### src/rtl/core/skht_pkg.sv
// Shared constants, types and codes of the string key hash table.
`timescale 1ns / 1ps
package skht_pkg;

   localparam int TABLE_DEPTH_DEF   = 4096;
   localparam int MAX_KEY_BYTES_DEF = 32;

   localparam int SLOT_W    = 12;
   localparam int ENTRIES_W = 12;
   localparam int STATUS_W  = 2;
   localparam int BYTE_W    = 8;
   localparam int HASH_W    = 32;
   localparam int HASH_KEY_W = 31;
   localparam int TSIZE_W   = 13;
   localparam int STEP_W    = 12;
   localparam int CSR_DATA_W = 32;
   localparam int CSR_IDX_W  = 2;
   localparam int MIN_SIZE   = 3;
   localparam int HASH_SHL   = 5;
   localparam int HASH_SHR   = 2;

   localparam logic [CSR_IDX_W-1:0] CSR_HASH_SEED  = 2'd0;
   localparam logic [CSR_IDX_W-1:0] CSR_TABLE_SIZE = 2'd1;
   localparam logic [CSR_IDX_W-1:0] CSR_PROBE_STEP = 2'd2;

   localparam logic [HASH_W-1:0]  SEED_RST  = 32'd0;
   localparam logic [TSIZE_W-1:0] SIZE_RST  = 13'd4093;
   localparam logic [STEP_W-1:0]  STEP_RST  = 12'd1;

   localparam logic [STATUS_W-1:0] STATUS_OK       = 2'd0;
   localparam logic [STATUS_W-1:0] STATUS_FULL     = 2'd1;
   localparam logic [STATUS_W-1:0] STATUS_TOO_LONG = 2'd2;

   localparam logic OP_LOOKUP = 1'b0;
   localparam logic OP_INSERT = 1'b1;

   typedef enum logic [3:0] {
      PS_CLEAR, PS_IDLE, PS_HOME_MOD, PS_STEP_MOD, PS_META_RD, PS_META_CHK,
      PS_CMP_RD, PS_CMP_CHK, PS_INS_WR, PS_INS_META, PS_FINISH
   } probe_state_type;

   typedef struct packed {
      logic start;
      logic insert;
      logic overlong;
   } key_ctrl_type;

   typedef struct packed {
      logic                 found;
      logic [SLOT_W-1:0]    slot;
      logic [STATUS_W-1:0]  status;
      logic [ENTRIES_W-1:0] entries;
   } result_type;

endpackage

### src/rtl/core/skht_front.sv
// Key byte buffer, byte count and running shift-add-xor hash.
`timescale 1ns / 1ps
module skht_front #(
   parameter int MAX_KEY_BYTES = skht_pkg::MAX_KEY_BYTES_DEF
) (
   input  logic                            clock,
   input  logic                            reset,
   input  logic                            byte_en,
   input  logic                            operation,
   input  logic [skht_pkg::BYTE_W-1:0]     key_byte,
   input  logic                            key_last,
   input  logic [skht_pkg::HASH_W-1:0]     hash_seed,
   input  logic                            start_ack,
   input  logic [$clog2(MAX_KEY_BYTES)-1:0] buf_idx,
   output logic [skht_pkg::BYTE_W-1:0]     buf_byte,
   output logic [skht_pkg::HASH_W-1:0]     key_hash,
   output logic [$clog2(MAX_KEY_BYTES+1)-1:0] key_len,
   output skht_pkg::key_ctrl_type          key_ctrl
);
   import skht_pkg::*;

   localparam int KW = $clog2(MAX_KEY_BYTES + 2);
   localparam int BW = $clog2(MAX_KEY_BYTES);
   localparam int LW = $clog2(MAX_KEY_BYTES + 1);

   logic [BYTE_W-1:0] buf_mem [MAX_KEY_BYTES];
   logic [KW-1:0]     cnt_ff, cnt_in, len_ff, len_in;
   logic [HASH_W-1:0] hash_ff, hash_in, h_base, c_ext;
   logic              start_ff, start_in, op_ff, op_in;

   always_comb begin
      h_base = (cnt_ff == '0) ? hash_seed : hash_ff;
      c_ext  = {{(HASH_W-BYTE_W){key_byte[BYTE_W-1]}}, key_byte};
      hash_in  = hash_ff;
      cnt_in   = cnt_ff;
      len_in   = len_ff;
      op_in    = op_ff;
      start_in = start_ff & ~start_ack;
      if (byte_en) begin
         hash_in = h_base ^ ((h_base << HASH_SHL) + c_ext + (h_base >> HASH_SHR));
         cnt_in  = (cnt_ff < KW'(MAX_KEY_BYTES)) ? cnt_ff + KW'(1) : KW'(MAX_KEY_BYTES + 1);
         if (key_last) begin
            len_in   = cnt_in;
            cnt_in   = '0;
            op_in    = operation;
            start_in = 1'b1;
         end
      end
   end

   always_ff @(posedge clock) begin
      if (reset) begin
         cnt_ff   <= '0;
         start_ff <= 1'b0;
      end else begin
         cnt_ff   <= cnt_in;
         start_ff <= start_in;
      end
      hash_ff <= hash_in;
      len_ff  <= len_in;
      op_ff   <= op_in;
      if (byte_en && cnt_ff < KW'(MAX_KEY_BYTES)) begin
         buf_mem[cnt_ff[BW-1:0]] <= key_byte;
      end
   end

   assign buf_byte          = buf_mem[buf_idx];
   assign key_hash          = hash_ff;
   assign key_len           = LW'(len_ff);
   assign key_ctrl.start    = start_ff;
   assign key_ctrl.insert   = op_ff;
   assign key_ctrl.overlong = (len_ff > KW'(MAX_KEY_BYTES));

endmodule

### config.mk
export PLATFORM = sky130hd
export DESIGN_NAME = skht_front
export DESIGN_NICKNAME = d
export VERILOG_FILES = /design/src/rtl/core/skht_pkg.sv /design/src/rtl/core/skht_front.sv
export SDC_FILE = /design/constraint.sdc
export NUM_CORES = 1
export LEC_CHECK = 0
export BUFFER_PORTS_ARGS = -buffer_cell sky130_fd_sc_hd__buf_4
export CORE_MARGIN = 1
export CORE_UTILIZATION = 31
export DETAILED_ROUTE_END_ITERATION = 8
export GPL_ROUTABILITY_DRIVEN = 0
export PLACE_DENSITY_LB_ADDON = 0.3
export SKIP_LAST_GASP = 1
export SLEW_MARGIN = 30
export SYNTH_ARGS = -nofsm -noshare
export SYNTH_HDL_FRONTEND = slang
export SYNTH_SLANG_ARGS = --single-unit
### constraint.sdc
create_clock -name clock -period 4.8 [get_ports clock]
set_clock_uncertainty 0.15 [all_clocks]
set_input_delay 0.72 -clock clock [delete_from_list [all_inputs] [get_ports clock]]
set_output_delay 0.72 -clock clock [all_outputs]
set_load 0.1 [all_outputs]
==> qor.txt <==
Cts bufs inserted: 35
Clock Tree Root: clkbuf_16
Fin. Hold Viols: 0
Share of layout cells above drive strength 1: 29.81%
Port buffer count: 99
WL/cell: 21.46 um
Critical path type: reg -> reg
Worst Max-Slew Pin Slew: 0.8603 ns
Effective utilization at floorplan: 31.33%
Die footprint: 0.04783 sq mm
Cell variety after synth: 51
Pin count of the biggest net entering global routing: 42
Slew Viols, Final: 0
Initial antenna violation count: 0
DR vias/cell: 4.820
CP delay by family, top: simple AND/OR/NAND/NOR gates
Placed cell count: 1,605
Crit-path most repeated cell: buf_4
Die X: 218.7 um
CP Capture Type: register
Vias in the first global route: 8,523
Setup TNS: 0 ns
Post-CTS setup-driven buffer insertion count: 0
Critical path required time: 4.94 ns
Most numerous cell in the Yosys netlist: edfxtp_1
Area leader, netlist: edfxtp_1
Synthesized instance count: 875
DRT Wirelength: 35,770 um
Maximum VDD drop: 0.0004994 V
CP bufs+invs: 4
GRT overflow: 0
Slew HR: 42.43%
Setup crit start kind: register
Max_cap viols: 0
Top FF cell, synth: edfxtp_1
Yosys reg bits: 302
# nets final: 1,152
Clock sink count: 302
Minimum clock period: 4.582 ns
Largest cells by area after synthesis: edfxtp_1 (61%), mux4_2 (12%), fa_1 (3.6%)
Dpl ws: -0.01832 ns
Critical-path cell list: or3_4, or3b_4, buf_12, buf_4, mux2i_1, buf_4, fa_1, inv_1, ha_1, nand2_1, o21ai_0, a21oi_1, o21a_1, o41ai_1, xor3_1
Clk_lat worst skew: 0.55 ns
Number of fillers in the final layout: 4,366
Post-DP HPWL: 24,650 um
Finished Layout Cells: 1,667
Placeable core region: 0.04646 sq mm
Worst Hold Class: in -> reg
Clock Tree Buf Depth: 3
H-tree depth: 2
LEAKAGE: 6.188 nW
Worst hold slack: 0.2005 ns
Number of synthesis warnings: 0
Chip height: 218.7 um
Final period util: 95.47%
Unrepaired setup endpoints after global routing: no
Hold buffer count at cts: 0
Async set-reset flop share out of synthesis: 0%
Share of the synthesized area in the top cell type: 60.86%
Status: completed
Pre-antenna DRT Iters: 4
Util after Layout: 37.73%
Crit path max-delay cell type: or3b_4
Max incr delay on CP: 0.55 ns
Synthesized cell area: 0.01456 sq mm
Layout Area Growth over Synthesis: 20.41%
Crit-path max FO: 13
Fmax: 218.2 MHz
CTS tree: yes
EDFF count, synth: 295
Residual DRC: 0
Worst path arrival time: 4.72 ns
Post-route ant nets: 0
Vias: 8,035
Antenna Cells: 0
Global-route wire length before repair: 54,070 um
DRT iter0 DRCs: 658
Final setup viols: 0
Sequential fraction of the synthesis area: 61.82%
CTS clk-pin slew, worst paths: 0.06 ns
IO Count: 100
Most instantiated cells after synthesis: edfxtp_1 (295), mux4_2 (80), inv_1 (62)
Power per cell area: 528.3 mW/mm^2
Cell Rows: 79
Mapped Nets: 992
Setup ws final: 0.2177 ns
GRT Total Usage: 15.32%
Mapped Avg Cell Area: 16.64 sq um
==> where the power goes <==
group | switching (mW) | internal [mW]
logic | 2.23 | 1.15
registers | 0.132 | 3.15
clock network | 1.09 | 1.51
total | 3.46 | 5.80
==> per-layer routing <==
layer,up-vias,global-route usage (%),wire (um),share of wire [%]
met3,43,2.547,1674,4.7
met5,-,0,0,0
met4,0,4.074,607,1.7
li1,3688,-,-,-
met2,202,23.81,16540,46
met1,4102,22.11,16950,47
==> placed cells by master, fill, tap and decap left out, types with 4 or more instances in the layout <==
cell       instances
mux2i_1           31
ha_1              40
a22oi_1            5
o21a_1             5
xor2_1            12
nand2_1           31
o21bai_1           6
mux4_2            80
clkbuf_16         35
xnor2_1           44
clkbuf_1           4
edfxtp_1         295
a21oi_1           32
inv_1             62
fa_1              26
buf_4            154
xnor3_1            4
a31oi_1            6
a21o_1             7
mux2_2            13
dfxtp_1            7
buf_12             5
clkinv_2           8
nor2_1            54
nand4_1            6
clkinv_1           7
nand3_1            8
o21ai_0           15
==> through the flow <==
step / area, sq um / power (mW)
after floorplan: 14560 / 5.729
after global placement: 16390 / 6.697
after detailed placement: 16390 / 6.685
after CTS: 17510 / 9.340
after global routing: 17530 / 9.683
final: 17530 / 9.260
==> final cells by class <==
type                            count  area [sq um]  share of cell area (%)
Inverter                           62         232.7                   1.328
Timing Repair Buffer              159          1256                   7.167
Multi-Input combinational cell    475          5162                   29.45
Clock inverter                     23         226.5                   1.292
Clock buffer                       39         890.9                   5.083
Tap cell                          607         759.5                   4.333
Sequential cell                   302          8999                   51.34
==> worst paths after layout <==
kind	from	to	slack, ns	cells past startpoint
setup / recovery	cnt_ff[2]$_SDFFE_PP0P_	key_hash[27]$_DFFE_PP_	0.22	15
hold reg to reg	start_ff$_SDFF_PP0_	start_ff$_SDFF_PP0_	0.36	2
hold / removal	operation	op_ff$_DFFE_PP_	0.20	1
setup reg to reg	cnt_ff[2]$_SDFFE_PP0P_	key_hash[27]$_DFFE_PP_	0.22	15
==> logic make-up (layout without fill, tap and decap cells) <==
logic type	after synthesis	after routing	synth area share (%)
AND/OR/NAND/NOR	126	126	3.997
flip-flops	302	302	61.82
multiplexers	129	129	16.12
buffers and inverters	98	283	2.897
adder cells (fa/ha/maj)	66	66	7.014
AO/OA/AOI/OAI	93	93	4.006
XOR/XNOR	61	61	4.152
==> flip-flops by register name, summed over array words and instances (netlist names) <==
| register | cells |
|---|---|
| key_len | 6 |
| cnt_ff | 6 |
| op_ff | 1 |
| buf_mem | 256 |
| key_hash | 32 |
| start_ff | 1 |
==> worst register-to-register path: cells and delay by family, from the launching register on <==
| kind | cells | cell delay [ns] |
|---|---|---|
| AOI/OAI and AO/OA | 4 | 1.00 |
| xor gates and xnor gates | 1 | 0.28 |
| adders and majority gates | 2 | 0.82 |
| buffers and inverters | 4 | 0.55 |
| DFF | 1 | 0.31 |
| muxes | 1 | 0.11 |
| and+or+nand+nor | 3 | 1.10 |
==> repair_timing <==
action	4_1_cts	5_1_grt
endpoints found under the setup margin	5	6
resized for setup	2	2
pin swaps	0	0
(Power assumes the default switching activity.)
